File: config.mk
export PLATFORM = sky130hd
export DESIGN_NAME = pixel_swizzle_unpremultiply_flat
export DESIGN_NICKNAME = d
export VERILOG_FILES = /design/src/rtl/core/psu_pkg.sv /design/src/rtl/core/psu_if.sv /design/src/rtl/core/psu_front.sv /design/src/rtl/core/psu_div_step.sv /design/src/rtl/core/pixel_swizzle_unpremultiply.sv /design/src/flat_wrapper.sv
export SDC_FILE = /design/constraint.sdc
export NUM_CORES = 1
export LEC_CHECK = 0
export ABC_CLOCK_PERIOD_IN_PS = 17760
export BUFFER_PORTS_ARGS = -buffer_cell sky130_fd_sc_hd__buf_4
export CAP_MARGIN = 40
export CORE_MARGIN = 5
export CORE_UTILIZATION = 30
export CTS_CLUSTER_DIAMETER = 30
export DETAILED_ROUTE_END_ITERATION = 12
export GPL_TIMING_DRIVEN = 0
export PLACE_DENSITY_LB_ADDON = 0.2
export SYNTH_ARGS = -nofsm -noshare
export SYNTH_HDL_FRONTEND = slang
export SYNTH_SLANG_ARGS = --single-unit
export TNS_END_PERCENT = 10
File: constraint.sdc
create_clock -name clock -period 17.76 [get_ports clock]
set_clock_uncertainty 0.15 [all_clocks]
set_input_delay 0.888 -clock clock [delete_from_list [all_inputs] [get_ports clock]]
set_output_delay 0.888 -clock clock [all_outputs]
set_load 0.01 [all_outputs]
File: src/rtl/core/psu_pkg.sv
// ----------------------------------------------------------------------------
// psu_pkg
// Types and constants shared by the pixel swizzle / unpremultiply pipeline.
// ----------------------------------------------------------------------------
package psu_pkg;

   localparam int unsigned CHAN_WIDTH = 8;
   localparam int unsigned NUM_CHANS  = 3;
   localparam int unsigned NUM_WIDTH  = 16;
   localparam int unsigned DIV_BITS   = 8;
   localparam int unsigned CSR_IDX_WIDTH  = 2;
   localparam int unsigned CSR_DATA_WIDTH = 2;

   localparam logic [1:0] FMT_BGR  = 2'd0;
   localparam logic [1:0] FMT_BGRA = 2'd1;
   localparam logic [1:0] FMT_RGBA = 2'd2;

   localparam logic [CSR_IDX_WIDTH-1:0] CSR_SOURCE_FORMAT        = 2'd0;
   localparam logic [CSR_IDX_WIDTH-1:0] CSR_ALPHA_OUT_ENABLE     = 2'd1;
   localparam logic [CSR_IDX_WIDTH-1:0] CSR_SOURCE_PREMULTIPLIED = 2'd2;

   localparam logic [1:0] SEL_PASS = 2'd0;
   localparam logic [1:0] SEL_ZERO = 2'd1;
   localparam logic [1:0] SEL_DIV  = 2'd2;

   localparam logic [CHAN_WIDTH-1:0] ALPHA_OPAQUE = 8'hFF;

   typedef struct packed {
      logic [1:0] source_format;
      logic       alpha_out_enable;
      logic       source_premultiplied;
   } psu_cfg_type;

   // Swizzled pixel, before the numerator is formed.
   typedef struct packed {
      logic [NUM_CHANS-1:0][CHAN_WIDTH-1:0] color;
      logic [CHAN_WIDTH-1:0]                alpha;
      logic                                 alpha_en;
      logic                                 unpremul;
   } psu_pix_type;

   // Item moving through the divider stages. Channel 0 blue, 1 green, 2 red.
   typedef struct packed {
      logic [NUM_CHANS-1:0][CHAN_WIDTH-1:0] color;
      logic [CHAN_WIDTH-1:0]                alpha;
      logic                                 alpha_en;
      logic [1:0]                           sel;
      logic [NUM_CHANS-1:0]                 sat;
      logic [NUM_CHANS-1:0][NUM_WIDTH-1:0]  rem;
      logic [NUM_CHANS-1:0][DIV_BITS-1:0]   quot;
   } psu_work_type;

endpackage

File: src/rtl/core/psu_if.sv
// ----------------------------------------------------------------------------
// psu channel interfaces
// Valid/ready channels for pixel items, result items and register writes.
// ----------------------------------------------------------------------------
interface psu_req_if;
   logic       valid;
   logic       ready;
   logic [7:0] byte_zero;
   logic [7:0] byte_one;
   logic [7:0] byte_two;
   logic [7:0] byte_three;

   modport source (output valid, byte_zero, byte_one, byte_two, byte_three, input ready);
   modport sink   (input valid, byte_zero, byte_one, byte_two, byte_three, output ready);
endinterface

interface psu_rsp_if;
   logic       valid;
   logic       ready;
   logic [7:0] blue_out;
   logic [7:0] green_out;
   logic [7:0] red_out;
   logic [7:0] alpha_out;
   logic       alpha_present;

   modport source (output valid, blue_out, green_out, red_out, alpha_out, alpha_present,
                   input ready);
   modport sink   (input valid, blue_out, green_out, red_out, alpha_out, alpha_present,
                   output ready);
endinterface

interface psu_csr_if;
   logic       valid;
   logic       ready;
   logic [1:0] index;
   logic [1:0] data;

   modport source (output valid, index, data, input ready);
   modport sink   (input valid, index, data, output ready);
endinterface

File: src/rtl/core/psu_front.sv
// ----------------------------------------------------------------------------
// psu_front
// Two stages: byte swizzle and alpha pick, then numerator v*255 + a/2,
// saturation test and result select.
// ----------------------------------------------------------------------------
module psu_front import psu_pkg::*; (
   input  logic                  clock,
   input  logic                  reset,
   input  psu_cfg_type           cfg,
   input  logic                  in_valid,
   input  logic [CHAN_WIDTH-1:0] byte_zero,
   input  logic [CHAN_WIDTH-1:0] byte_one,
   input  logic [CHAN_WIDTH-1:0] byte_two,
   input  logic [CHAN_WIDTH-1:0] byte_three,
   output logic                  up_ready,
   input  logic                  down_ready,
   output logic                  out_valid,
   output psu_work_type          out_data
);

   logic         pix_valid_ff;
   psu_pix_type  pix_ff;
   psu_pix_type  pix_in;
   logic         pix_adv;

   logic         work_valid_ff;
   psu_work_type work_ff;
   psu_work_type work_in;
   logic         work_adv;

   logic [NUM_WIDTH-1:0] alpha_shl;

   assign work_adv = !work_valid_ff || down_ready;
   assign pix_adv  = !pix_valid_ff || work_adv;
   assign up_ready = pix_adv;

   always_comb begin
      pix_in          = '0;
      pix_in.color[1] = byte_one;
      case (cfg.source_format)
         FMT_RGBA: begin
            pix_in.color[0] = byte_two;
            pix_in.color[2] = byte_zero;
            pix_in.alpha    = byte_three;
         end
         FMT_BGR: begin
            pix_in.color[0] = byte_zero;
            pix_in.color[2] = byte_two;
            pix_in.alpha    = ALPHA_OPAQUE;
         end
         default: begin
            pix_in.color[0] = byte_zero;
            pix_in.color[2] = byte_two;
            pix_in.alpha    = byte_three;
         end
      endcase
      pix_in.alpha_en = cfg.alpha_out_enable;
      pix_in.unpremul = cfg.alpha_out_enable && cfg.source_premultiplied;
   end

   assign alpha_shl = {pix_ff.alpha, 8'h00};

   always_comb begin
      work_in          = '0;
      work_in.color    = pix_ff.color;
      work_in.alpha    = pix_ff.alpha;
      work_in.alpha_en = pix_ff.alpha_en;
      if (!pix_ff.unpremul || pix_ff.alpha == ALPHA_OPAQUE) begin
         work_in.sel = SEL_PASS;
      end else if (pix_ff.alpha == '0) begin
         work_in.sel = SEL_ZERO;
      end else begin
         work_in.sel = SEL_DIV;
      end
      for (int c = 0; c < NUM_CHANS; c++) begin
         work_in.rem[c] = ({pix_ff.color[c], 8'h00} - {8'h00, pix_ff.color[c]})
                          + {9'd0, pix_ff.alpha[7:1]};
         work_in.sat[c] = work_in.rem[c] >= alpha_shl;
      end
   end

   always_ff @(posedge clock) begin
      if (reset) begin
         pix_valid_ff  <= 1'b0;
         work_valid_ff <= 1'b0;
      end else begin
         if (pix_adv) begin
            pix_valid_ff <= in_valid;
         end
         if (work_adv) begin
            work_valid_ff <= pix_valid_ff;
         end
      end
   end

   always_ff @(posedge clock) begin
      if (pix_adv) begin
         pix_ff <= pix_in;
      end
      if (work_adv) begin
         work_ff <= work_in;
      end
   end

   assign out_valid = work_valid_ff;
   assign out_data  = work_ff;

endmodule

File: src/rtl/core/psu_div_step.sv
// ----------------------------------------------------------------------------
// psu_div_step
// One restoring division stage: resolves quotient bit BIT for all three
// colour channels with one compare and subtract each.
// ----------------------------------------------------------------------------
module psu_div_step import psu_pkg::*; #(
   parameter int unsigned BIT = 0
) (
   input  logic         clock,
   input  logic         reset,
   input  logic         in_valid,
   input  psu_work_type in_data,
   output logic         up_ready,
   input  logic         down_ready,
   output logic         out_valid,
   output psu_work_type out_data
);

   logic                 valid_ff;
   psu_work_type         data_ff;
   psu_work_type         data_in;
   logic                 adv;
   logic [NUM_WIDTH-1:0] divisor;

   assign adv      = !valid_ff || down_ready;
   assign up_ready = adv;
   assign divisor  = {8'h00, in_data.alpha} << BIT;

   always_comb begin
      data_in = in_data;
      for (int c = 0; c < NUM_CHANS; c++) begin
         if (in_data.rem[c] >= divisor) begin
            data_in.rem[c]       = in_data.rem[c] - divisor;
            data_in.quot[c][BIT] = 1'b1;
         end else begin
            data_in.quot[c][BIT] = 1'b0;
         end
      end
   end

   always_ff @(posedge clock) begin
      if (reset) begin
         valid_ff <= 1'b0;
      end else if (adv) begin
         valid_ff <= in_valid;
      end
   end

   always_ff @(posedge clock) begin
      if (adv) begin
         data_ff <= data_in;
      end
   end

   assign out_valid = valid_ff;
   assign out_data  = data_ff;

endmodule

File: src/rtl/core/pixel_swizzle_unpremultiply.sv
// ----------------------------------------------------------------------------
// pixel_swizzle_unpremultiply
// Reorders a source pixel to blue, green, red with optional alpha, and
// undoes alpha premultiplication with a bit-per-stage divider pipeline.
//
//   channel  dir  handshake          payload
//   req      in   valid/ready        byte_zero, byte_one, byte_two, byte_three
//   rsp      out  valid/ready        blue_out, green_out, red_out, alpha_out,
//                                    alpha_present
//   csr      in   valid/ready (=1)   index, data
//
// One item per clock sustained while rsp.ready stays high; the path from accept to
// rsp.valid runs through 2 front stages, 8 divider stages and 1 output register.
// Every stage holds its item while the next one is full and stalled; ready
// ripples back stage by stage, so bubbles are squeezed out.
// Synchronous reset empties the pipeline and loads the register defaults.
// ----------------------------------------------------------------------------
module pixel_swizzle_unpremultiply import psu_pkg::*; (
   input logic        clock,
   input logic        reset,
   psu_req_if.sink    req,
   psu_rsp_if.source  rsp,
   psu_csr_if.sink    csr
);

   psu_cfg_type  cfg_ff;

   logic         front_valid;
   psu_work_type front_data;
   logic         front_down_ready;

   logic         div_valid [0:DIV_BITS];
   psu_work_type div_data  [0:DIV_BITS];
   logic         div_ready [0:DIV_BITS];

   logic         out_valid_ff;
   logic         out_adv;
   logic [NUM_CHANS-1:0][CHAN_WIDTH-1:0] color_in;
   logic [NUM_CHANS-1:0][CHAN_WIDTH-1:0] color_ff;
   logic [CHAN_WIDTH-1:0] alpha_ff;
   logic                  alpha_present_ff;

   assign csr.ready = 1'b1;

   always_ff @(posedge clock) begin
      if (reset) begin
         cfg_ff.source_format        <= FMT_BGRA;
         cfg_ff.alpha_out_enable     <= 1'b0;
         cfg_ff.source_premultiplied <= 1'b0;
      end else if (csr.valid) begin
         case (csr.index)
            CSR_SOURCE_FORMAT:        cfg_ff.source_format        <= csr.data;
            CSR_ALPHA_OUT_ENABLE:     cfg_ff.alpha_out_enable     <= csr.data[0];
            CSR_SOURCE_PREMULTIPLIED: cfg_ff.source_premultiplied <= csr.data[0];
            default: ;
         endcase
      end
   end

   psu_front u_front (
      .clock      (clock),
      .reset      (reset),
      .cfg        (cfg_ff),
      .in_valid   (req.valid),
      .byte_zero  (req.byte_zero),
      .byte_one   (req.byte_one),
      .byte_two   (req.byte_two),
      .byte_three (req.byte_three),
      .up_ready   (req.ready),
      .down_ready (front_down_ready),
      .out_valid  (front_valid),
      .out_data   (front_data)
   );

   assign div_valid[0]     = front_valid;
   assign div_data[0]      = front_data;
   assign front_down_ready = div_ready[0];
   assign div_ready[DIV_BITS] = out_adv;

   for (genvar j = 0; j < DIV_BITS; j++) begin : g_div
      psu_div_step #(.BIT(DIV_BITS - 1 - j)) u_step (
         .clock      (clock),
         .reset      (reset),
         .in_valid   (div_valid[j]),
         .in_data    (div_data[j]),
         .up_ready   (div_ready[j]),
         .down_ready (div_ready[j+1]),
         .out_valid  (div_valid[j+1]),
         .out_data   (div_data[j+1])
      );
   end

   assign out_adv = !out_valid_ff || rsp.ready;

   always_comb begin
      for (int c = 0; c < NUM_CHANS; c++) begin
         case (div_data[DIV_BITS].sel)
            SEL_ZERO: color_in[c] = '0;
            SEL_DIV:  color_in[c] = div_data[DIV_BITS].sat[c] ? ALPHA_OPAQUE
                                                              : div_data[DIV_BITS].quot[c];
            default:  color_in[c] = div_data[DIV_BITS].color[c];
         endcase
      end
   end

   always_ff @(posedge clock) begin
      if (reset) begin
         out_valid_ff <= 1'b0;
      end else if (out_adv) begin
         out_valid_ff <= div_valid[DIV_BITS];
      end
   end

   always_ff @(posedge clock) begin
      if (out_adv) begin
         color_ff         <= color_in;
         alpha_ff         <= div_data[DIV_BITS].alpha;
         alpha_present_ff <= div_data[DIV_BITS].alpha_en;
      end
   end

   assign rsp.valid         = out_valid_ff;
   assign rsp.blue_out      = color_ff[0];
   assign rsp.green_out     = color_ff[1];
   assign rsp.red_out       = color_ff[2];
   assign rsp.alpha_out     = alpha_ff;
   assign rsp.alpha_present = alpha_present_ff;

endmodule
File: src/flat_wrapper.sv
// flat-port wrapper written by rule: the top's interface ports become plain ports
module pixel_swizzle_unpremultiply_flat import psu_pkg::*;
  (clock, reset, req_valid, req_byte_zero, req_byte_one, req_byte_two, req_byte_three, req_ready, rsp_valid, rsp_blue_out, rsp_green_out, rsp_red_out, rsp_alpha_out, rsp_alpha_present, rsp_ready, csr_valid, csr_index, csr_data, csr_ready);
  psu_req_if req_i ();
  psu_rsp_if rsp_i ();
  psu_csr_if csr_i ();
  input logic clock;
  input logic reset;
  input wire logic [$bits(req_i.valid)-1:0] req_valid;
  input wire logic [$bits(req_i.byte_zero)-1:0] req_byte_zero;
  input wire logic [$bits(req_i.byte_one)-1:0] req_byte_one;
  input wire logic [$bits(req_i.byte_two)-1:0] req_byte_two;
  input wire logic [$bits(req_i.byte_three)-1:0] req_byte_three;
  output wire logic [$bits(req_i.ready)-1:0] req_ready;
  output wire logic [$bits(rsp_i.valid)-1:0] rsp_valid;
  output wire logic [$bits(rsp_i.blue_out)-1:0] rsp_blue_out;
  output wire logic [$bits(rsp_i.green_out)-1:0] rsp_green_out;
  output wire logic [$bits(rsp_i.red_out)-1:0] rsp_red_out;
  output wire logic [$bits(rsp_i.alpha_out)-1:0] rsp_alpha_out;
  output wire logic [$bits(rsp_i.alpha_present)-1:0] rsp_alpha_present;
  input wire logic [$bits(rsp_i.ready)-1:0] rsp_ready;
  input wire logic [$bits(csr_i.valid)-1:0] csr_valid;
  input wire logic [$bits(csr_i.index)-1:0] csr_index;
  input wire logic [$bits(csr_i.data)-1:0] csr_data;
  output wire logic [$bits(csr_i.ready)-1:0] csr_ready;
  assign req_i.valid = req_valid;
  assign req_i.byte_zero = req_byte_zero;
  assign req_i.byte_one = req_byte_one;
  assign req_i.byte_two = req_byte_two;
  assign req_i.byte_three = req_byte_three;
  assign req_ready = req_i.ready;
  assign rsp_valid = rsp_i.valid;
  assign rsp_blue_out = rsp_i.blue_out;
  assign rsp_green_out = rsp_i.green_out;
  assign rsp_red_out = rsp_i.red_out;
  assign rsp_alpha_out = rsp_i.alpha_out;
  assign rsp_alpha_present = rsp_i.alpha_present;
  assign rsp_i.ready = rsp_ready;
  assign csr_i.valid = csr_valid;
  assign csr_i.index = csr_index;
  assign csr_i.data = csr_data;
  assign csr_ready = csr_i.ready;
  pixel_swizzle_unpremultiply u_core (.clock(clock), .reset(reset), .req(req_i), .rsp(rsp_i), .csr(csr_i));
endmodule
==> impl_results.md <==
* Synth Cell Area at 42100 um2
* Tcrit/Tclk final at 34.2%
* CTS resizes at 0
* Initial antenna violation count at 1
* Final hold vios at 0
* Library cells used by synthesis at 81
* Largest net degree at the start of global routing at 69
* Worst VDD drop at 0.0793 mV
* Sequential area share after synthesis at 64.9%
* Critical Path Source Type: flop
* Number of routed nets with antenna violations at 0
* Starting Density at 30.2%
* DRC at 0
* Synth area leader: edfxtp_1
* Area contributors post-synth: edfxtp_1 64%, ha_1 7.1%, o21ai_0 2.4%
* Wirelength, routed at 92500 um
* Final Util at 36.8%
* Root Buffer: clkbuf_16
* Setup Buffers After CTS at 0
* Die Ht at 385 um
* Core Rows at 137
* Post-DP HPWL at 69500 um
* Die width at 385 um
* Hold buffers post-CTS at 0
* Skew-Pair Late Insertion Delay at 0.75 ns
* Max FO, Critical Path at 35
* Routed len/inst at 17.1 um
* Leakage dissipation at 0.0197 uW
* Clock buffer depth at 3
* GR Util All Layers at 12.6%
* Setup violations, final at 0
* CTS tree: built
* Avg Inst Size Synth at 13.5 um2
* Number of H-tree levels at 4
* Via count at 24400
* Clk sinks at 916
* Final Slew Violations at 0
* Leading cell type in the layout, fill and taps excluded: edfxtp_1
* Async SR Flop Fraction at 0%
* # port buffers at 75
* Die Footprint at 148000 um2
* Vias in the first global route at 25000
* Post-layout min period at 6.07 ns
* RSZ-0062 raised after global routing: no
* Count of mapped cells out of synthesis at 3120
* First DRT Iteration DRCs at 1296
* Syn. warnings at 0
* Most frequent cells in the layout: 901 x edfxtp_1, 238 x ha_1, 216 x nand2_1, 209 x nor2_1, 199 x o21ai_0
* Syn_nets at 3423
* Fmax at 165 MHz
* Fillers at 13500
* TNS Setup at 0 ns
* Worst path arrival time at 5.03 ns
* First-pass GRT wire length at 144000 um
* Top Ports at 77
* Layout cell share with drive strength beyond 1 at 13.2%
* Rel. slew slack at 44.5%
* Ys flop type: edfxtp_1
* First-pass DRT Iterations at 5
* Diode count at 0
* Status: complete, no violations
* Worst EP required at 16.72 ns
* RD Place Congestion at 0.863
* Total CTS buffers at 175
* Total core area at 140000 um2
* Nets at 3691
* Smallest hold slack at 0.165 ns
* Area delta synth->final at 21.9%
* Vias per cell at 4.51
* Power per cell area at 168 nW/um2
* Total congestion overflow at 0
* Post-synth EDFFs at 901
* Max-cap violations at 0
* Worst slew pin tran at 0.833 ns
* Min-delay worst type: input pin to flop
* Worst setup path class: flop to output pin
* Top cell type's share of synthesized area at 64.2%
* CP Capture Type: output pin
* #FFs+latches synth at 916
* CTS clk-pin slew, worst paths at 0.05 ns
-- metal layers --
metal	wire length (um)	GRT usage (%)
met5	0	0
met4	2900	4.96
met2	43600	20.6
met3	3530	2.55
met1	42400	16.4
-- synth_stat cells, types with 31 or more instances --
library cell / instances
edfxtp_1: 901
ha_1: 238
nand2_1: 220
nor2_1: 209
inv_1: 200
o21ai_0: 199
a21oi_1: 172
xor2_1: 98
xnor2_1: 80
nor3_1: 76
nand2b_1: 46
o21a_1: 45
a21o_1: 44
nor4_1: 43
nor2b_1: 40
mux2_2: 31
o31ai_1: 31
-- stage by stage --
stage	instance area (um2)	total power [uW]	worst slack (ns)	cells
2_1_floorplan	42100	4830	9.64	3120
3_3_place_gp	45000	5390	6.17	5071
3_5_place_dp	45400	5400	11.62	5087
4_1_cts	51300	8700	11.46	5417
5_1_grt	51300	9150	11.12	5417
6_report	51300	8610	11.69	5417
-- area by class of cell --
class / instances / area, um2 / area share [%]
clock inverter: 130 / 1440 / 2.81
clock buffer: 200 / 4500 / 8.78
tap: 1876 / 2350 / 4.57
inverter: 202 / 766 / 1.49
multi-input combinational: 1963 / 13900 / 27.0
timing repair buffer: 91 / 865 / 1.68
sequential: 916 / 27400 / 53.3
buffer: 39 / 175 / 0.341
-- state kept, by name (all words and copies together) (netlist names) --
signal / count
u_core.rsp.blue_out: 8
u_core.u_front.pix_ff: 26
u_core.u_front.alpha_shl: 8
u_core.g_div.u_step.out_valid: 8
u_core.rsp.valid: 1
u_core.rsp.green_out: 8
u_core.cfg_ff: 4
u_core.u_front.out_valid: 1
u_core.rsp.red_out: 8
u_core.u_front.pix_valid_ff: 1
u_core.g_div.u_step.out_data: 748
u_core.rsp.alpha_out: 8
u_core.u_front.out_data: 86
u_core.rsp.alpha_present: 1
-- worst max-delay path, cell delays in order (launching register included) --
cell	delay (ns)
dfxtp_1	0.31
nor2b_1	0.40
inv_2	0.44
nor3_1	0.52
buf_2	0.28
nand4_1	0.57
nor3_1	0.76
nand2_2	0.64
buf_4	0.36
-- report_power, final --
| group | internal, uW | total, uW | switching (uW) | leakage, uW |
|---|---|---|---|---|
| clock | 2130 | 3240 | 1110 | 0.00287 |
| sequential | 3060 | 3390 | 330 | 0.00951 |
| combinational | 890 | 1980 | 1090 | 0.00735 |
| total | 6080 | 8610 | 2530 | 0.0197 |
-- logic make-up after synthesis --
group	synth area share, %
fa+ha+maj	8.21
other cells	0.00890
buf+inv	2.22
xor+xnor	3.70
mux	1.47
compound gates	9.58
simple gates	9.87
flops	64.9
-- final timing paths --
check,slack [ns],depth (start not counted),startpoint,end
setup / recovery,11.69,8,u_core.rsp.valid,req_ready
hold / removal,0.16,1,req_byte_one[5],u_core.u_front.pix_ff[23]
setup reg to reg,13.15,15,u_core.u_front.alpha_shl[9],u_core.u_front.out_data[74]
hold reg to reg,0.26,0,u_core.g_div[1].u_step.out_data[23],u_core.g_div[2].u_step.out_data[23]
No activity file was read; power rests on OpenSTA's default activity.
